File: src/hw/rtl/morse_key_decoder_assert.svh
// Assertion macros used by the Morse key decoder core (mkd_core).
`ifndef MORSE_KEY_DECODER_ASSERT_SVH
`define MORSE_KEY_DECODER_ASSERT_SVH

// Same-cycle implication, checked out of reset.
`define MKD_ASSERT_NOW(lbl, ante, cons) \
  lbl: assert property (@(posedge clk) disable iff (!rst_n) (ante) |-> (cons)) \
    else $error("mkd assertion failed");

// Next-cycle implication, checked out of reset.
`define MKD_ASSERT_NEXT(lbl, ante, cons) \
  lbl: assert property (@(posedge clk) disable iff (!rst_n) (ante) |=> (cons)) \
    else $error("mkd assertion failed");

`endif

File: src/hw/rtl/mkd_pkg.sv
// Shared types, constants and letter table for the Morse key decoder.
package mkd_pkg;

  localparam int COUNT_WIDTH_DEF = 16;
  localparam int MAX_SYMBOLS_DEF = 4;

  localparam int REG_W       = 16;
  localparam int REG_IDX_W   = 3;
  localparam int KIND_W      = 2;
  localparam int LETTER_W    = 7;
  localparam int TABLE_IDX_W = 5;
  localparam int TABLE_SIZE  = 32;
  localparam int CODE_EXT_W  = 8;

  localparam logic [REG_IDX_W-1:0] REG_MIN_PRESS = 3'd0;
  localparam logic [REG_IDX_W-1:0] REG_PRESS_CAP = 3'd1;
  localparam logic [REG_IDX_W-1:0] REG_DOT_LIMIT = 3'd2;
  localparam logic [REG_IDX_W-1:0] REG_DASH_LIMIT = 3'd3;
  localparam logic [REG_IDX_W-1:0] REG_GAP_LIMIT = 3'd4;

  localparam logic [REG_W-1:0] MIN_PRESS_RST  = 16'd100;
  localparam logic [REG_W-1:0] PRESS_CAP_RST  = 16'd3000;
  localparam logic [REG_W-1:0] DOT_LIMIT_RST  = 16'd500;
  localparam logic [REG_W-1:0] DASH_LIMIT_RST = 16'd2000;
  localparam logic [REG_W-1:0] GAP_LIMIT_RST  = 16'd3000;

  localparam logic [KIND_W-1:0] KIND_DOT    = 2'd0;
  localparam logic [KIND_W-1:0] KIND_DASH   = 2'd1;
  localparam logic [KIND_W-1:0] KIND_LETTER = 2'd2;

  localparam logic [LETTER_W-1:0] LETTER_A = 7'h41;

  // code word with leading marker -> ASCII capital, zero where no letter
  localparam logic [LETTER_W-1:0] LETTER_TABLE [TABLE_SIZE] = '{
    7'h00, 7'h00, 7'h45, 7'h54, 7'h49, 7'h41, 7'h4E, 7'h4D,
    7'h53, 7'h55, 7'h52, 7'h57, 7'h44, 7'h4B, 7'h47, 7'h4F,
    7'h48, 7'h56, 7'h46, 7'h00, 7'h4C, 7'h00, 7'h50, 7'h4A,
    7'h42, 7'h58, 7'h43, 7'h59, 7'h5A, 7'h51, 7'h00, 7'h00
  };

  typedef struct packed {
    logic [REG_W-1:0] min_press;
    logic [REG_W-1:0] press_cap;
    logic [REG_W-1:0] dot_limit;
    logic [REG_W-1:0] dash_limit;
    logic [REG_W-1:0] gap_limit;
  } mkd_cfg_t;

  typedef struct packed {
    logic                fire;
    logic [KIND_W-1:0]   kind;
    logic [LETTER_W-1:0] letter;
    logic                invalid;
  } mkd_res_t;

endpackage

File: src/hw/rtl/morse_key_decoder.sv
// Top level of the Morse key decoder: config registers, handshakes, result register.
//
//   port group  dir  beat contents                        handshake
//   in_*        in   in_key_down                          in_valid / in_stall
//   out_*       out  out_kind, out_letter_code,            out_valid / out_stall
//                    out_invalid_letter
//   cfg_*       in   cfg_index, cfg_data                  cfg_valid / cfg_ready
//
// One input beat per clock while in_stall is low; its result, if any, is in the
// output register the next cycle. It is formed combinationally from the press/gap
// counters and code word. in_stall is high only while a held result is stalled.
// cfg_ready is always high. Synchronous active-low reset restores the default
// limits and empties the code buffer.
module morse_key_decoder #(
  parameter int COUNT_WIDTH = mkd_pkg::COUNT_WIDTH_DEF,
  parameter int MAX_SYMBOLS = mkd_pkg::MAX_SYMBOLS_DEF
) (
  input  logic                             clk,
  input  logic                             rst_n,
  input  logic                             in_valid,
  output logic                             in_stall,
  input  logic                             in_key_down,
  output logic                             out_valid,
  input  logic                             out_stall,
  output logic [mkd_pkg::KIND_W-1:0]       out_kind,
  output logic [mkd_pkg::LETTER_W-1:0]     out_letter_code,
  output logic                             out_invalid_letter,
  input  logic                             cfg_valid,
  output logic                             cfg_ready,
  input  logic [mkd_pkg::REG_IDX_W-1:0]    cfg_index,
  input  logic [mkd_pkg::REG_W-1:0]        cfg_data
);

  mkd_pkg::mkd_cfg_t cfg_r, cfg_nxt;
  mkd_pkg::mkd_res_t res;
  logic              step;
  logic              out_valid_r, out_valid_nxt;
  logic [mkd_pkg::KIND_W-1:0]   kind_r;
  logic [mkd_pkg::LETTER_W-1:0] letter_r;
  logic                         invalid_r;

  assign cfg_ready = 1'b1;
  assign in_stall  = out_valid_r && out_stall;
  assign step      = in_valid && !in_stall;

  always_comb begin
    cfg_nxt = cfg_r;
    if (cfg_valid) begin
      unique case (cfg_index)
        mkd_pkg::REG_MIN_PRESS:  cfg_nxt.min_press  = cfg_data;
        mkd_pkg::REG_PRESS_CAP:  cfg_nxt.press_cap  = cfg_data;
        mkd_pkg::REG_DOT_LIMIT:  cfg_nxt.dot_limit  = cfg_data;
        mkd_pkg::REG_DASH_LIMIT: cfg_nxt.dash_limit = cfg_data;
        mkd_pkg::REG_GAP_LIMIT:  cfg_nxt.gap_limit  = cfg_data;
        default:                 cfg_nxt = cfg_r;
      endcase
    end
  end

  always_ff @(posedge clk) begin
    if (!rst_n) begin
      cfg_r.min_press  <= mkd_pkg::MIN_PRESS_RST;
      cfg_r.press_cap  <= mkd_pkg::PRESS_CAP_RST;
      cfg_r.dot_limit  <= mkd_pkg::DOT_LIMIT_RST;
      cfg_r.dash_limit <= mkd_pkg::DASH_LIMIT_RST;
      cfg_r.gap_limit  <= mkd_pkg::GAP_LIMIT_RST;
    end else begin
      cfg_r <= cfg_nxt;
    end
  end

  mkd_core #(
    .COUNT_WIDTH (COUNT_WIDTH),
    .MAX_SYMBOLS (MAX_SYMBOLS)
  ) u_core (
    .clk      (clk),
    .rst_n    (rst_n),
    .step     (step),
    .key_down (in_key_down),
    .cfg      (cfg_r),
    .res      (res)
  );

  always_comb begin
    if (step && res.fire) begin
      out_valid_nxt = 1'b1;
    end else if (!out_stall) begin
      out_valid_nxt = 1'b0;
    end else begin
      out_valid_nxt = out_valid_r;
    end
  end

  always_ff @(posedge clk) begin
    if (!rst_n) begin
      out_valid_r <= 1'b0;
    end else begin
      out_valid_r <= out_valid_nxt;
    end
  end

  always_ff @(posedge clk) begin
    if (step && res.fire) begin
      kind_r    <= res.kind;
      letter_r  <= res.letter;
      invalid_r <= res.invalid;
    end
  end

  assign out_valid          = out_valid_r;
  assign out_kind           = kind_r;
  assign out_letter_code    = letter_r;
  assign out_invalid_letter = invalid_r;

endmodule

File: src/hw/rtl/mkd_core.sv
// Press and gap timing, symbol buffer and letter lookup of the Morse key decoder.
`include "morse_key_decoder_assert.svh"

module mkd_core #(
  parameter int COUNT_WIDTH = mkd_pkg::COUNT_WIDTH_DEF,
  parameter int MAX_SYMBOLS = mkd_pkg::MAX_SYMBOLS_DEF
) (
  input  logic               clk,
  input  logic               rst_n,
  input  logic               step,
  input  logic               key_down,
  input  mkd_pkg::mkd_cfg_t  cfg,
  output mkd_pkg::mkd_res_t  res
);

  localparam int CMP_W  = (COUNT_WIDTH > mkd_pkg::REG_W) ? COUNT_WIDTH : mkd_pkg::REG_W;
  localparam int CODE_W = MAX_SYMBOLS + 1;
  localparam int SCNT_W = $clog2(MAX_SYMBOLS + 1);

  logic [COUNT_WIDTH-1:0] press_r, press_nxt;
  logic [COUNT_WIDTH-1:0] gap_r, gap_nxt;
  logic                   gap_run_r, gap_run_nxt;
  logic [CODE_W-1:0]      code_r, code_nxt;
  logic [SCNT_W-1:0]      scnt_r, scnt_nxt;
  logic                   too_long_r, too_long_nxt;
  logic                   prev_r, prev_nxt;

  logic [COUNT_WIDTH-1:0] press_inc, gap_inc;
  logic [CMP_W-1:0]       press_x;
  logic                   valid_press, is_dot, is_dash, gap_done;
  logic [mkd_pkg::CODE_EXT_W-1:0] code_ext;
  logic [mkd_pkg::LETTER_W-1:0]   letter;

  assign press_inc = (&press_r) ? press_r : press_r + 1'b1;
  assign gap_inc   = (&gap_r) ? gap_r : gap_r + 1'b1;
  assign press_x   = CMP_W'(press_r);

  assign valid_press = prev_r && (press_x > CMP_W'(cfg.min_press))
                              && (press_x < CMP_W'(cfg.press_cap));
  assign is_dot   = press_x < CMP_W'(cfg.dot_limit);
  assign is_dash  = !is_dot && (press_x <= CMP_W'(cfg.dash_limit));
  assign gap_done = CMP_W'(gap_inc) >= CMP_W'(cfg.gap_limit);

  assign code_ext = mkd_pkg::CODE_EXT_W'(code_r);
  assign letter = (!too_long_r &&
                   code_ext[mkd_pkg::CODE_EXT_W-1:mkd_pkg::TABLE_IDX_W] == '0) ?
                  mkd_pkg::LETTER_TABLE[code_ext[mkd_pkg::TABLE_IDX_W-1:0]] : '0;

  always_comb begin
    press_nxt    = press_r;
    gap_nxt      = gap_r;
    gap_run_nxt  = gap_run_r;
    code_nxt     = code_r;
    scnt_nxt     = scnt_r;
    too_long_nxt = too_long_r;
    prev_nxt     = prev_r;
    res          = '0;
    if (step) begin
      if (key_down) begin
        press_nxt = press_inc;
        prev_nxt  = 1'b1;
      end else begin
        if (prev_r) begin
          press_nxt = '0;
          prev_nxt  = 1'b0;
        end
        if (valid_press) begin
          gap_run_nxt = 1'b1;
          gap_nxt     = '0;
          if (is_dot || is_dash) begin
            if (scnt_r < SCNT_W'(MAX_SYMBOLS)) begin
              code_nxt = {code_r[CODE_W-2:0], !is_dot};
              scnt_nxt = scnt_r + 1'b1;
            end else begin
              too_long_nxt = 1'b1;
            end
            res.fire = 1'b1;
            res.kind = is_dot ? mkd_pkg::KIND_DOT : mkd_pkg::KIND_DASH;
          end
        end else if (gap_run_r) begin
          if (gap_done) begin
            gap_run_nxt  = 1'b0;
            gap_nxt      = '0;
            code_nxt     = CODE_W'(1);
            scnt_nxt     = '0;
            too_long_nxt = 1'b0;
            if (scnt_r != '0 || too_long_r) begin
              res.fire    = 1'b1;
              res.kind    = mkd_pkg::KIND_LETTER;
              res.letter  = letter;
              res.invalid = (letter == '0);
            end
          end else begin
            gap_nxt = gap_inc;
          end
        end
      end
    end
  end

  always_ff @(posedge clk) begin
    if (!rst_n) begin
      press_r    <= '0;
      gap_r      <= '0;
      gap_run_r  <= 1'b0;
      code_r     <= CODE_W'(1);
      scnt_r     <= '0;
      too_long_r <= 1'b0;
      prev_r     <= 1'b0;
    end else begin
      press_r    <= press_nxt;
      gap_r      <= gap_nxt;
      gap_run_r  <= gap_run_nxt;
      code_r     <= code_nxt;
      scnt_r     <= scnt_nxt;
      too_long_r <= too_long_nxt;
      prev_r     <= prev_nxt;
    end
  end

  `MKD_ASSERT_NOW(a_marker_pos, 1'b1, (code_r >> scnt_r) == CODE_W'(1))
  `MKD_ASSERT_NOW(a_overflow_full, too_long_r, scnt_r == SCNT_W'(MAX_SYMBOLS))
  `MKD_ASSERT_NOW(a_no_result_on_press, step && key_down, !res.fire)
  `MKD_ASSERT_NEXT(a_letter_clears, step && res.fire && res.kind == mkd_pkg::KIND_LETTER,
                   scnt_r == '0 && !too_long_r && !gap_run_r)
  `MKD_ASSERT_NOW(a_letter_ascii,
                  res.fire && res.kind == mkd_pkg::KIND_LETTER && !res.invalid,
                  res.letter >= mkd_pkg::LETTER_A)

endmodule

File: config.mk
export PLATFORM = sky130hd
export DESIGN_NAME = morse_key_decoder
export DESIGN_NICKNAME = d
export VERILOG_FILES = /design/src/hw/rtl/mkd_pkg.sv /design/src/hw/rtl/morse_key_decoder.sv /design/src/hw/rtl/mkd_core.sv
export VERILOG_INCLUDE_DIRS = /design/src /design/src/hw/rtl
export SDC_FILE = /design/constraint.sdc
export NUM_CORES = 1
export LEC_CHECK = 0
export BUFFER_PORTS_ARGS = -buffer_cell sky130_fd_sc_hd__buf_2
export CORE_MARGIN = 2
export CORE_UTILIZATION = 40
export DETAILED_ROUTE_END_ITERATION = 7
export GPL_ROUTABILITY_DRIVEN = 0
export SYNTH_ARGS = -nofsm -noshare
export SYNTH_HDL_FRONTEND = slang
export SYNTH_SLANG_ARGS = --single-unit
File: constraint.sdc
create_clock -name clk -period 4.5 [get_ports clk]
set_clock_uncertainty 0.2 [all_clocks]
set_input_delay 0.9 -clock clk [delete_from_list [all_inputs] [get_ports clk]]
set_output_delay 0.9 -clock clk [all_outputs]
set_load 0.02 [all_outputs]
# Yosys cells after proc, flatten, opt, wreduce, memory -nomap -nowiden
# Memory sizes are Yosys's and may differ from the RTL's.
# Index checks and enable logic that the tools add are counted.
[totals]
ff_bits = 134
romBits = 224
wordCells = 112
mem_count = 1
[memory_table]
columns = ["name", "words", "word_bits", "read_ports", "rd_ports_with_merged_regs", "wr", "line", "rtl"]
rows = [
  ["(name not given)", 32, 7, 1, 0, 0, "mkd_core.sv:47", "mkd_pkg::LETTER_TABLE[code_ext[mkd_pkg::TABLE_IDX_W-1:0]] : '0;"],
]
[op_classes]
n_lt_le_gt_ge = 7
mux = 40
eq_ne = 9
bitwise = 6
addsub = 3
reduce_logical = 30
[op_table]
columns = ["op", "n"]
rows = [
  ["$mux W16", 7],
  ["$mux W11", 5],
  ["$add A16 B1 Y16 const B", 2],
  ["$lt A16 B16 Y1", 2],
  ["$reduce_and A16 Y1", 2],
  ["$mux W5", 5],
  ["$mux W3", 7],
  ["$mux W7", 3],
  ["$ge A16 B16 Y1", 1],
  ["$gt A16 B16 Y1", 1],
  ["$le A16 B16 Y1", 1],
  ["$mux W1", 12],
  ["$reduce_and A2 Y1", 6],
  ["$reduce_and A6 Y1", 2],
  ["$mux W8", 1],
  ["$ne A2 B2 Y1 const B", 4],
  ["$logic_not A7 Y1", 1],
  ["$eq A3 B2 Y1 const B", 2],
  ["$ge A6 B6 Y1 const B", 1],
  ["$logic_and A1 B1 Y1", 6],
  ["$not A5 Y6", 1],
  ["$reduce_and A3 Y1", 2],
  ["$reduce_bool A2 Y1", 3],
  ["$reduce_or A6 Y1", 1],
  ["11 further kinds", 17],
]

# Longest topological paths before layout
# Gate-level depths: netlist of the first run.
[logic_depth]
ltp_word = 14
ltp_mapped = 15

# Cells and area by module
# From an unflattened synthesis of the first run, not the netlist that was laid out.
[hier_totals]
hier_cells = 925
hier_area_um2 = 8134.1
[modules_own_cells]
columns = ["mod", "instances", "area_per_inst_um2", "seq_area_each_um2", "cells_each"]
rows = [
  ["mkd_core", 1, 4699.5, 860.8, 612],
  ["morse_key_decoder", 1, 3434.5, 1921.8, 313],
]

# Worst setup path after synthesis of the first run
# No wires, ideal clock.
[synth_timing]
kind = "register to register"
from = "reg u_core.gap_r[0]"
to = "reg invalid_r (netlist: out_invalid_letter) (enable)"
arrival_ns = 3.234
path_buffers = 1
stages_incl_launch_ff = 16
path_slack_ns = 0.692
synth_period_minus_slack_ns = 3.808
setup_ns = 0.374
path_cell_list = "dfxtp_1 > ha_1 > and3_1 > nand3_1 > or2_2 > clkbuf_1 > nand4_1 > xnor2_1 > ha_1 > o21a_1 > nor2_1 > o311a_1 > o21a_4 > a211oi_1 > a21oi_1 > nor2_1"
[synth_between]
elab_chain_len = 9
[synth_rtl]
columns = ["item", "line", "rtl"]
rows = [
  ["from (decl)", "mkd_core.sv:21", "logic [COUNT_WIDTH-1:0] gap_r, gap_nxt;"],
  ["from (signal assigned)", "mkd_core.sv:112", "gap_r <= gap_nxt;"],
  ["$add A16 B1 Y16 or $reduce_and A16 Y1 (tied branches)", "mkd_core.sv:35", "assign gap_inc = (&gap_r) ? gap_r : gap_r + 1'b1;"],
  ["$mux W16 (*)", "mkd_core.sv:35", ""],
  ["$ge A16 B16 Y1 (*)", "mkd_core.sv:42", "assign gap_done = CMP_W'(gap_inc) >= CMP_W'(cfg.gap_limit);"],
  ["$mux W11 (*)", "mkd_core.sv:81", "if (gap_done) begin"],
  ["$mux W11 (*)", "mkd_core.sv:80", "end else if (gap_run_r) begin"],
  ["$mux W3 (*)", "mkd_core.sv:67", "if (valid_press) begin"],
  ["$mux W11 (*)", "mkd_core.sv:59", "if (key_down) begin"],
  ["$mux W11 (*)", "mkd_core.sv:58", "if (step) begin"],
  ["$logic_and A1 B1 Y1 (*)", "morse_key_decoder.sv:103", "if (step && res.fire) begin"],
  ["to (signal assigned)", "morse_key_decoder.sv:106", "invalid_r <= res.invalid;"],
  ["to (decl)", "morse_key_decoder.sv:40", "logic invalid_r;"],
]
# Mark *: on every way between the ends. The rest lies on a longest branch, timed or not.
# A chain may end at the register's enable or synchronous reset.

# Final worst setup path of the first run
[layout_timing]
from = "reg u_core.gap_r[0]"
to = "reg letter_r, in the netlist out_letter_code[2] (data pin)"
[layout_between]
elab_chain_len = 5
[layout_rtl]
columns = ["item", "line", "rtl"]
rows = [
  ["$add A16 B1 Y16 or $reduce_and A16 Y1 (tied branches)", "mkd_core.sv:35", ""],
  ["$mux W16 (*)", "mkd_core.sv:35", ""],
  ["$ge A16 B16 Y1 (*)", "mkd_core.sv:42", ""],
  ["$not A1 Y1 (no line) (*)", "n/a", ""],
  ["$reduce_or A6 Y1 (no line) (*)", "n/a", ""],
  ["to (signal assigned)", "morse_key_decoder.sv:105", "letter_r <= res.letter;"],
  ["to (decl)", "morse_key_decoder.sv:39", "logic [mkd_pkg::LETTER_W-1:0] letter_r;"],
]
# Marks and branches as above.

==> results of run 1 <==
path summary, 6_finish.rpt:
| check | startpoint | endpoint | slack (ps) | depth (start not counted) |
|---|---|---|---|---|
| setup / recovery | u_core.gap_r[0] | out_letter_code[2] | 580 | 13 |
| hold reg to reg | cfg_r[19] | cfg_r[19] | 250 | 2 |
| setup reg to reg | u_core.gap_r[0] | out_letter_code[2] | 580 | 13 |
| hold / removal | cfg_r[19] | cfg_r[19] | 250 | 2 |
area by class of cell:
class                           instances  area [um^2]
Clock buffer                           21        440.4
Clock inverter                         11        157.7
Fill cell                            1993        10540
Inverter                               91        341.6
Multi-Input combinational cell        724         4717
Sequential cell                       133         2753
Tap cell                              265        331.6
Timing Repair Buffer                   45        250.2
registers in the layout, indices dropped and copies added (netlist names):
register / flops
u_core.gap_r: 16
u_core.code_r: 5
u_core.gap_run_r: 1
out_invalid_letter: 1
out_kind: 2
u_core.scnt_r: 3
u_core.press_r: 16
cfg_r: 80
out_valid: 1
out_letter_code: 6
u_core.too_long_r: 1
u_core.prev_r: 1
cell families after synthesis:
kind of cell / count (synthesis)
and+or+nand+nor: 365
AOI/OAI and AO/OA: 240
DFF: 133
buffers and inverters: 132
adders and majority gates: 90
xor gates and xnor gates: 22
muxes: 5
other: 2
where the power goes:
| part | switching (mW) | total [mW] | internal [mW] |
|---|---|---|---|
| Clock | 0.515 | 1.43 | 0.920 |
| Sequential | 0.0100 | 1.22 | 1.21 |
| Combinational | 0.109 | 0.158 | 0.0489 |
critical path, cell delays in order, from the launching register on:
cell	delay, ps
sky130_fd_sc_hd__dfxtp_1	450
sky130_fd_sc_hd__ha_1	260
sky130_fd_sc_hd__and3_1	200
sky130_fd_sc_hd__nand3_1	130
sky130_fd_sc_hd__nor2_1	360
sky130_fd_sc_hd__nor3_1	150
sky130_fd_sc_hd__xor2_1	180
sky130_fd_sc_hd__ha_1	330
sky130_fd_sc_hd__nand4_1	100
sky130_fd_sc_hd__o311a_1	360
sky130_fd_sc_hd__o21a_4	270
sky130_fd_sc_hd__nor3_1	190
sky130_fd_sc_hd__nand3_1	290
sky130_fd_sc_hd__nor3_1	270
cell usage in the layout (no fill, tap or decap), drive strengths merged, types with 3 or more instances in the layout:
master	n
edfxtp	9
o21a	9
dfxtp	124
and4	5
a21o	8
clkbuf	21
mux2i	3
a211oi	12
a31o	10
nand4	18
or3	4
nor4	4
nand2	202
xnor2	9
nor2	57
a221oi	5
bufinv	4
nor2b	6
o211ai	34
a2111oi	4
o31ai	3
nand3	25
and2	5
nor3	12
or2	6
ha	90
and3	11
o22ai	3
clkinv	6
a22o	5
o21ai	26
xor2	13
buf	45
nand2b	6
inv	91
a21oi	101
metrics by stage:
stage	total power, mW	util	instances	instance area (um^2)
2_1_floorplan	1.340	-	989	7979
3_3_place_gp	1.401	0.4298	1258	8393
3_5_place_dp	1.402	0.4298	1258	8393
4_1_cts	2.830	0.4605	1290	8991
5_1_grt	2.899	0.4605	1290	8991
6_report	2.812	0.4605	1290	8991
layer usage:
metal,vias up,GRT usage,wire [um]
met5,-,0,0
met3,25,0.03176,878
met4,0,0.06569,318
li1,3481,-,-
met2,134,0.3201,9506
met1,3182,0.2803,10250
==> metrics.md, run 1 <==
| Metric | Value |
|---|---|
| Floorplan die height | 145.2 um |
| P&R area growth vs syn | 12.69% |
| Worst IR Drop VDD | 264.4 uV |
| # Max-Cap Violations | 0 |
| Number of clock buffers inserted by TritonCTS | 17 |
| Register area share after synthesis | 0.3450 |
| Unrepaired setup endpoints after global routing | no |
| Total number of H-tree levels | 4 |
| Post-synthesis adder-cell area fraction | 0.1411 |
| Multiplexer share of the synthesized area | 0.006586 |
| Setup slack after layout | just under 600 ps |
| CTS Root Buffer Type | sky130_fd_sc_hd__clkbuf_16 |
| Count of buffers inserted at the top-level ports | 35 |
| Wirelength per Cell | around 16 um |
| Startpoint types | flop |
| Worst hold slack | between 200 and 300 ps |
| Setup TNS | 0 ps |
| Actual slew at the worst max-slew pin | 942.2 ps |
| Synthesis-stage register bit count | 133 |
| Num ports | 38 |
| DRC marker count from the first detailed-route iteration | roughly 410 |
| Die footprint | 0.02109 mm^2 |
| Fraction of the mapped netlist area in simple logic gates | 0.2073 |
| Total routed wirelength | roughly 21,000 um |
| Mapped Cells | 989 |
| CTS tree | built |
| Ratio of final minimum period to clock period | 0.8710 |
| Final Max Slew Viols | 0 |
| Diode insertion count for antenna repair | 0 |
| Complex-gate fraction of the synthesized area | 0.2111 |
| List of most frequent post-synthesis cells | 202 x sky130_fd_sc_hd__nand2_1, 124 x sky130_fd_sc_hd__dfxtp_1, 98 x sky130_fd_sc_hd__a21oi_1, 90 x sky130_fd_sc_hd__ha_1, 90 x sky130_fd_sc_hd__inv_1 |
| Library cell with the highest instance count after synthesis | sky130_fd_sc_hd__nand2_1 |
| Most frequently used flop master after synthesis | sky130_fd_sc_hd__dfxtp_1 |
| Final min period | roughly 4000 ps |
| Worst Hold Class | reg2reg |
| Leading post-synthesis cells by cell area | sky130_fd_sc_hd__dfxtp_1 31%, sky130_fd_sc_hd__ha_1 14%, sky130_fd_sc_hd__nand2_1 9.5% |
| Total number of placement rows | 51 |
| Hold violation count in the final report | 0 |
| Remaining antenna violation count | 0 |
| Number of remaining DRC errors | 0 |
| GR Util All Layers | 0.2017 |
| Number of global-route vias before repair | 6,398 |
| Total of hold buffers inserted after clock tree synthesis | 0 |
| Via density | 5.288 |
| Post CTS Setup Buffer Count | 0 |
| Highest fanout seen on the critical path | 8 |
| Largest net degree at the start of global routing | 53 |
| Worst slew margin | 0.3719 |
| Clk pin slew, worst setup/hold paths | ~60 ps |
| Mean post-synth cell area | just over 8 um^2 |
| Data required, critical path | 4550 ps |
| Worst setup slack after placement | 608.2 ps |
| Overall die width | between 100 and 150 um |
| Cell area after synthesis | 0.007979 mm^2 |
| Post-CTS Resized | 0 |
| Number of nets at the end of the flow | 1,127 |
| Signal arrival time at the worst endpoint | 3970 ps |
| Core region area | 0.01953 mm^2 |
| Power per unit of standard cell area | 312.8 mW/mm^2 |
| Main combinational cell family by area after synthesis | compound AO/OA/AOI/OAI gates |
| Syn_nets | 1,104 |
| Outcome | complete, no violations |
| Type of the setup path with the least slack | reg2reg |
| Initial antenna violation count | 0 |
| Max Buffers Root-to-Sink | 2 |
| Number of distinct library cell variants in the gate-level netlist after synthesis | 74 |
| Initial standard-cell utilization of the core | 0.4086 |
| Global-route wire length before repair | 34,020 um |
| Number of enable flip-flop cells after synthesis | 9 |
| Largest area contributor in the synthesized netlist | sky130_fd_sc_hd__dfxtp_1 |
| Leakage power of the design | 3.674 nW |
| Clock latency on the worst-skew pair | 420 ps |
| Detailed-router iteration count before antenna repair | 5 |
| Yosys warning total | 0 |
| Max frequency | between 200 and 300 MHz |
| Final setup violation count | 0 |
| Vias | 6,822 |
| Element type at the critical path end | flop |
| Clock sinks | 133 |
| Proportion of layout cells with a drive suffix above 1 | 0.1015 |
| Post-detail-place hpwl | 15,340 um |
| Top cell type's share of synthesized area | 0.3111 |
| Total overflow reported by the global router | 0 |
| Share of the synthesized netlist area taken by xor and xnor gates | 0.02415 |
| Fraction of registers with async set/reset | 0 |
Note: power is estimated with default switching activity, not from simulation.
==> inputs of run 2 (changes only) <==
Settings changed: BUFFER_PORTS_ARGS -buffer_cell sky130_fd_sc_hd__buf_2 to -buffer_cell sky130_fd_sc_hd__buf_4.
==> run 2 against run 1 <==
Net effect:
- die area is the same
- largest cell class unchanged
- worst setup slack lost 17 ps
- highest routed layer unchanged
- wire length grew 0.60%
- sequential cell count is the same
==> metrics.md, run 2 (same netlist as run 1, synthesis figures left out) <==
| Metric | Value |
|---|---|
| Outcome | complete, no violations |
| Post-CTS Resized | 0 (unchanged) |
| Initial standard-cell utilization of the core | 0.4086 (unchanged) |
| CTS Root Buffer Type | sky130_fd_sc_hd__clkbuf_16 |
| Final standard cell utilization of the core | 0.4674 (+0.006984) |
| Initial antenna violation count | 0 (unchanged) |
| Worst flop-to-flop path startpoint | u_core.gap_r[0] |
| DRC marker count from the first detailed-route iteration | 309 (-25%) |
| Clock latency on the worst-skew pair | 430 ps (about the same) |
| Setup TNS | 0 ps (unchanged) |
| Largest net degree at the start of global routing | 52 (-1.9%) |
| Data required, critical path | 4630 ps (+80 ps) |
| Final Max Slew Viols | 0 (unchanged) |
| Max Buffers Root-to-Sink | 2 (unchanged) |
| Global-route wire length before repair | 34,730 um (+2.1%) |
| Leakage power of the design | 3.712 nW (+1.0%) |
| Number of nets at the end of the flow | 1,125 (-0.18%) |
| Number of global-route vias before repair | 6,581 (+2.9%) |
| Hold violation count in the final report | 0 (unchanged) |
| Element type at the critical path end | flop |
| Leading cell types in the layout, fill and taps excluded | 202 x sky130_fd_sc_hd__nand2_1, 124 x sky130_fd_sc_hd__dfxtp_1, 98 x sky130_fd_sc_hd__a21oi_1 |
| Startpoint types | flop |
| Clock sinks | 133 (unchanged) |
| Worst IR Drop VDD | 259.4 uV (-1.9%) |
| Total overflow reported by the global router | 0 (unchanged) |
| Count of buffers inserted at the top-level ports | 35 (unchanged) |
| Post CTS Setup Buffer Count | 0 (unchanged) |
| Post-detail-place hpwl | 15,180 um (-1.0%) |
| Proportion of layout cells with a drive suffix above 1 | 0.1046 (+0.003131) |
| Worst Hold Class | reg2reg |
| Vias | 6,847 (+0.37%) |
| Worst min-delay path startpoint | cfg_r[62] |
| Die footprint | 0.02109 mm^2 (unchanged) |
| Power per unit of standard cell area | 324.1 mW/mm^2 (+3.6%) |
| Signal arrival time at the worst endpoint | 4070 ps (+100 ps) |
| Max reg flops | 80 (unchanged) |
| CTS tree | built |
| Flop2flop setup slack | 560 ps (-20 ps) |
| Global-route met3 utilization | 0.04245 (+0.01069) |
| Commonest non-fill, non-tap cell in the layout | sky130_fd_sc_hd__nand2_1 |
| Total number of H-tree levels | 4 (unchanged) |
| Number of remaining DRC errors | 0 (unchanged) |
| Number of clock buffers inserted by TritonCTS | 17 (unchanged) |
| Final non-filler cell total | 1,288 (-0.16%) |
| Worst slew margin | 0.3733 (+0.001399) |
| Via density | 5.316 (+0.52%) |
| Clk pin slew, worst setup/hold paths | 60 ps (about the same) |
| Final min period | 3936 ps (+16.56 ps) |
| Leading registers by flop count | cfg_r x80, u_core.gap_r x16, u_core.press_r x16 |
| # placed instances | 1,256 (-0.16%) |
| Final setup violation count | 0 (unchanged) |
| Wirelength per Cell | 16.37 um (+0.76%) |
| Diode insertion count for antenna repair | 0 (unchanged) |
| Overall die width | 145.2 um (unchanged) |
| Total of hold buffers inserted after clock tree synthesis | 0 (unchanged) |
| Worst-case reg-to-reg path depth | 15 (+2) |
| Ratio of final minimum period to clock period | 0.8746 (+0.003680) |
| Met1 Usage GRT | 0.2715 (-0.008763) |
| Most used routing layer | met2 |
| Floorplan die height | 145.2 um (unchanged) |
| Total number of placement rows | 51 (unchanged) |
| Num ports | 38 (unchanged) |
| R2R Path End | u_core.gap_r[4] |
| P&R area growth vs syn | 14.40% |
| Count of cells along the worst hold path | 2 (unchanged) |
| Total routed wirelength | 21,080 um (+0.60%) |
| Unrepaired setup endpoints after global routing | no |
| Remaining antenna violation count | 0 (unchanged) |
| Core region area | 0.01953 mm^2 (unchanged) |
| Global Route met2 Usage | 0.3384 (+0.01825) |
| Actual slew at the worst max-slew pin | 940.1 ps (-2.098 ps) |
| Register with the most flip-flops | cfg_r |
| # Max-Cap Violations | 0 (unchanged) |
| GR Util All Layers | 0.2063 (+0.004584) |
| Detailed-router iteration count before antenna repair | 5 (unchanged) |
| Max frequency | 254.1 MHz (-0.42%) |
| Power after layout | 2.958 mW (+5.2%) |
| Type of the setup path with the least slack | reg2reg |
| Worst hold endpoint | cfg_r[62] |
| Highest fanout seen on the critical path | 7 (-1) |
==> run 2: cell types whose count changed in the layout (fill, tap and decap cells not counted), sizes merged <==
cell	before	now
clkbuf	21	18
clkinvlp	1	4
buf	45	43
bufinv	4	6
clkinv	6	4
==> run 2: layer usage <==
metal  wire, um  part of all wire
met1      10090              0.48
met2       9681              0.46
met3        882             0.042
met4        422             0.020
met5          0                 0
==> run 2: worst max path at each step <==
stage / from / to / slack (ps) / cells after the start
after floorplan: u_core.gap_r[0] / out_invalid_letter / 690 / 15
after global placement: u_core.gap_r[0] / out_letter_code[2] / 680 / 14
after detailed placement: u_core.gap_r[0] / out_invalid_letter / 600 / 13
after CTS: u_core.gap_r[0] / out_invalid_letter / 580 / 13
after global routing: u_core.gap_r[0] / out_invalid_letter / 110 / 14
final: u_core.gap_r[0] / u_core.gap_r[4] / 560 / 15
==> run 2: worst max-delay path: stages, from the launching register on <==
cell and delay, ps:
sky130_fd_sc_hd__dfxtp_1 460, sky130_fd_sc_hd__ha_1 270, sky130_fd_sc_hd__and3_1 190, sky130_fd_sc_hd__nand3_1 130, sky130_fd_sc_hd__nor2_1 380, sky130_fd_sc_hd__nor2_1 160
sky130_fd_sc_hd__nand2_1 120, sky130_fd_sc_hd__xnor2_1 160, sky130_fd_sc_hd__ha_1 290, sky130_fd_sc_hd__a21oi_1 130, sky130_fd_sc_hd__o21a_1 170, sky130_fd_sc_hd__o311a_1 190
sky130_fd_sc_hd__o21a_4 210, sky130_fd_sc_hd__nand3_4 100, sky130_fd_sc_hd__or4_1 400, sky130_fd_sc_hd__a221oi_1 280
==> run 2: final cells by class <==
| type | count | area, um^2 |
|---|---|---|
| multi-input cells | 724 | 4717 |
| well taps | 265 | 331.6 |
| inverters | 91 | 341.6 |
| clock buffers | 18 | 429.2 |
| repair buffers | 43 | 322.8 |
| fillers | 1985 | 10400 |
| clock inverters | 14 | 232.7 |
| flip-flops and latches | 133 | 2753 |
==> run 2: through the flow <==
stage | instance area (um^2) | hold slack (ps) | setup WS (ps)
after detailed placement | 8466 | 247.7 | 597.9
after global placement | 8466 | 242.2 | 675.5
after global routing | 9128 | 265.9 | 106.7
after CTS | 9128 | 255.9 | 575.3
final | 9128 | 253.6 | 564.1
after floorplan | 7979 | 231.5 | 692.3
==> run 2: power breakdown <==
group	total [mW]	switching, mW	internal, mW
registers	1.22	0.00994	1.21
logic	0.164	0.110	0.0542
clock network	1.58	0.541	1.03
==> inputs of run 3 (changes only) <==
--- a/config.mk
+++ b/config.mk
@@ -8,5 +8,5 @@
 export LEC_CHECK = 0
 export BUFFER_PORTS_ARGS = -buffer_cell sky130_fd_sc_hd__buf_4
-export CORE_MARGIN = 2
+export CORE_MARGIN = 5
 export CORE_UTILIZATION = 40
 export DETAILED_ROUTE_END_ITERATION = 7
==> constraint.sdc (replaced) <==
create_clock -name clk -period 4.5 [get_ports clk]
set_clock_uncertainty 0.2 [all_clocks]
set_input_delay 0.9 -clock clk [delete_from_list [all_inputs] [get_ports clk]]
set_output_delay 0.9 -clock clk [all_outputs]
set_load 0.1 [all_outputs]
==> run 3 against run 2 <==
Net effect:
- power down 6.2%
- first-iteration DRC count up 44%
- maximum frequency up 0.71%
- worst setup slack better by 28 ps
- global-route usage down 1.6 points
- final cell count unchanged
- hold slack worse by 1.1 ps
- non-clock buffer count unchanged
- combinational power up 3%
- critical path depth down 1
- sequential share of layout area up 0.24 points
- count of clock-buffer cells in the layout up 5
- critical endpoint is now u_core.gap_r[9]
- largest cell class unchanged
- largest power group unchanged
- highest routed layer unchanged
==> metrics.md, run 3 (same netlist as run 1, synthesis figures left out) <==
| Metric | Value |
|---|---|
| Startpoint types | flop |
| Overall die width | 151.2 um (+4.1%) |
| Total of hold buffers inserted after clock tree synthesis | 0 (unchanged) |
| Register with the most flip-flops | cfg_r |
| Share of total power in the clock network | 0.500 (-0.032) |
| Psw | 0.6417 mW (-2.9%) |
| Worst hold slack | 252.4 ps (-1.143 ps) |
| P&R area growth vs syn | 13.49% |
| Wirelength per Cell | 16.27 um (-0.56%) |
| Initial standard-cell utilization of the core | 0.4086 (unchanged) |
| Number of remaining DRC errors | 0 (unchanged) |
| Leading cell types in the layout, fill and taps excluded | 202 x sky130_fd_sc_hd__nand2_1, 124 x sky130_fd_sc_hd__dfxtp_1, 98 x sky130_fd_sc_hd__a21oi_1 |
| Element type at the critical path end | flop |
| Internal power contribution | 2.133 mW (-7.2%) |
| Number of clock buffers inserted by TritonCTS | 17 (unchanged) |
| Final setup violation count | 0 (unchanged) |
| Max frequency | 255.9 MHz (+0.71%) |
| Core region area | 0.01953 mm^2 (unchanged) |
| Number of nets at the end of the flow | 1,125 (unchanged) |
| Count of cells along the worst hold path | 2 (unchanged) |
| Worst-case reg-to-reg path depth | 14 (-1) |
| Power after layout | 2.775 mW (-6.2%) |
| CP Cell Sequence | ha_1 -> and3_1 -> nand3_1 -> nor2_1 -> nor2_1 -> nand2_1 -> xnor2_1 -> ha_1 -> a21oi_1 -> o21a_1 -> a21o_1 -> o21ai_0 -> nor2_2 -> a31o_2 |
| # placed instances | 1,256 (unchanged) |
| GR Util All Layers | 0.1899 (-0.01648) |
| Worst IR Drop VDD | 276.1 uV (+6.4%) |
| Final min period | 3908 ps (-27.60 ps) |
| Ratio of final minimum period to clock period | 0.8685 (-0.006133) |
| Slowest Stage Delay on Critical Path | 510 ps (+50 ps) |
| Highest fanout seen on the critical path | 10 (+3) |
| Worst hold endpoint | cfg_r[13] |
| Diode insertion count for antenna repair | 0 (unchanged) |
| Vias | 6,765 (-1.2%) |
| CTS Root Buffer Type | sky130_fd_sc_hd__clkbuf_16 |
| Die footprint | 0.02287 mm^2 (+8.4%) |
| Count of buffers inserted at the top-level ports | 35 (unchanged) |
| Remaining antenna violation count | 0 (unchanged) |
| Part of the power in registers | 0.439 (+0.027) |
| Data required, critical path | 4620 ps (about the same) |
| Largest net degree at the start of global routing | 50 (-3.8%) |
| Worst-path cell with the longest stage delay | sky130_fd_sc_hd__o21ai_0 |
| Switching power as a share of total power | 0.2313 (+0.007960) |
| Max reg flops | 80 (unchanged) |
| Detailed-router iteration count before antenna repair | 5 (unchanged) |
| Leading registers by flop count | cfg_r x80, u_core.gap_r x16, u_core.press_r x16 |
| DRC marker count from the first detailed-route iteration | 446 (+44%) |
| Power per unit of standard cell area | 306.4 mW/mm^2 (-5.4%) |
| Worst flop-to-flop path startpoint | u_core.gap_r[0] |
| Leakage power of the design | 3.695 nW (-0.45%) |
| Hold violation count in the final report | 0 (unchanged) |
| Signal arrival time at the worst endpoint | 4020 ps (-50 ps) |
| Final standard cell utilization of the core | 0.4637 (-0.003716) |
| Total overflow reported by the global router | 0 (unchanged) |
| Post-CTS Resized | 0 (unchanged) |
| R2R Path End | u_core.gap_r[9] |
| Unrepaired setup endpoints after global routing | no |
| Worst min-delay path startpoint | cfg_r[13] |
| Global-route wire length before repair | 33,670 um (-3.1%) |
| Initial antenna violation count | 0 (unchanged) |
| Worst slew margin | 0.3859 (+0.01262) |
| Combinational share of power | 0.061 (+0.006) |
| Actual slew at the worst max-slew pin | 917.7 ps (-22.33 ps) |
| Type of the setup path with the least slack | reg2reg |
| # Max-Cap Violations | 0 (unchanged) |
| Flop2flop setup slack | 590 ps (+30 ps) |
| Num ports | 38 (unchanged) |
| Post CTS Setup Buffer Count | 0 (unchanged) |
| Max Buffers Root-to-Sink | 2 (unchanged) |
| Total number of H-tree levels | 4 (unchanged) |
| Outcome | complete, no violations |
| Final non-filler cell total | 1,288 (unchanged) |
| Post-detail-place hpwl | 15,260 um (+0.54%) |
| Final Max Slew Viols | 0 (unchanged) |
| Total number of placement rows | 51 (unchanged) |
| Total routed wirelength | 20,960 um (-0.56%) |
| Proportion of layout cells with a drive suffix above 1 | 0.1046 (unchanged) |
| Via density | 5.252 (-1.2%) |
| Commonest non-fill, non-tap cell in the layout | sky130_fd_sc_hd__nand2_1 |
| Clock sinks | 133 (unchanged) |
| CTS tree | built |
| Clock latency on the worst-skew pair | 430 ps (about the same) |
| Worst Hold Class | reg2reg |
| Clk pin slew, worst setup/hold paths | 60 ps (about the same) |
| Number of global-route vias before repair | 6,222 (-5.5%) |
| Floorplan die height | 151.2 um (+4.1%) |
| Setup TNS | 0 ps (unchanged) |
==> run 3: cell types whose count changed in the layout (fill, tap and decap cells not counted), sizes merged <==
cell,delta
bufinv,-4
clkinvlp,-3
clkbuf,+5
clkinv,+2
==> run 3: power by group through the flow <==
stage / Sequential (mW) / Clock (mW) / Combinational, mW
global route: 1.22 / 1.47 / 0.188
finish: 1.22 / 1.39 / 0.169
floorplan: 1.24 / 0 / 0.104
CTS: 1.22 / 1.41 / 0.171
detailed placement: 1.24 / 0 / 0.169
global placement: 1.24 / 0 / 0.168
==> run 3: metal layers <==
layer,GRT usage,vias to the layer above,wire (um)
li1,-,3487,-
met1,0.2665,3150,10460
met2,0.3005,99,9481
met3,0.02573,29,666
met4,0.06301,0,357
met5,0,-,0
==> run 3: critical path, delay by kind of cell, from the launching register on <==
kind                     cells  cell delay (ps)
AO/OA/AOI/OAI                5             1290
AND/OR/NAND/NOR              6             1200
adder cells (fa/ha/maj)      2              580
flip-flops                   1              430
XOR/XNOR                     1               90
==> run 3: cell type report <==
class                      instances  area (um^2)
clock buffer                      23        488.0
fill                            1964        10470
sequential                       133         2753
clock inverter                     9        101.3
inverter                          91        341.6
timing repair buffer              43        322.8
tap                              265        331.6
multi-input combinational        724         4717
==> run 3: worst max path at each step <==
stage | start | end | slack [ps] | cells past startpoint
6_report | u_core.gap_r[0] | u_core.gap_r[9] | 590 | 14
3_5_place_dp | u_core.gap_r[0] | u_core.gap_r[9] | 640 | 12
3_3_place_gp | u_core.gap_r[0] | u_core.gap_r[6] | 650 | 12
2_1_floorplan | u_core.gap_r[0] | out_invalid_letter | 690 | 15
5_1_grt | u_core.gap_r[0] | u_core.gap_r[4] | 240 | 15
4_1_cts | u_core.gap_r[0] | u_core.gap_r[9] | 600 | 14
==> run 3: per-stage QoR <==
step / area [um^2] / setup slack [ps]
after floorplan: 7979 / 692.3
after global placement: 8466 / 654.9
after detailed placement: 8466 / 644.4
after CTS: 9055 / 604.4
after global routing: 9055 / 236.6
final: 9055 / 591.7
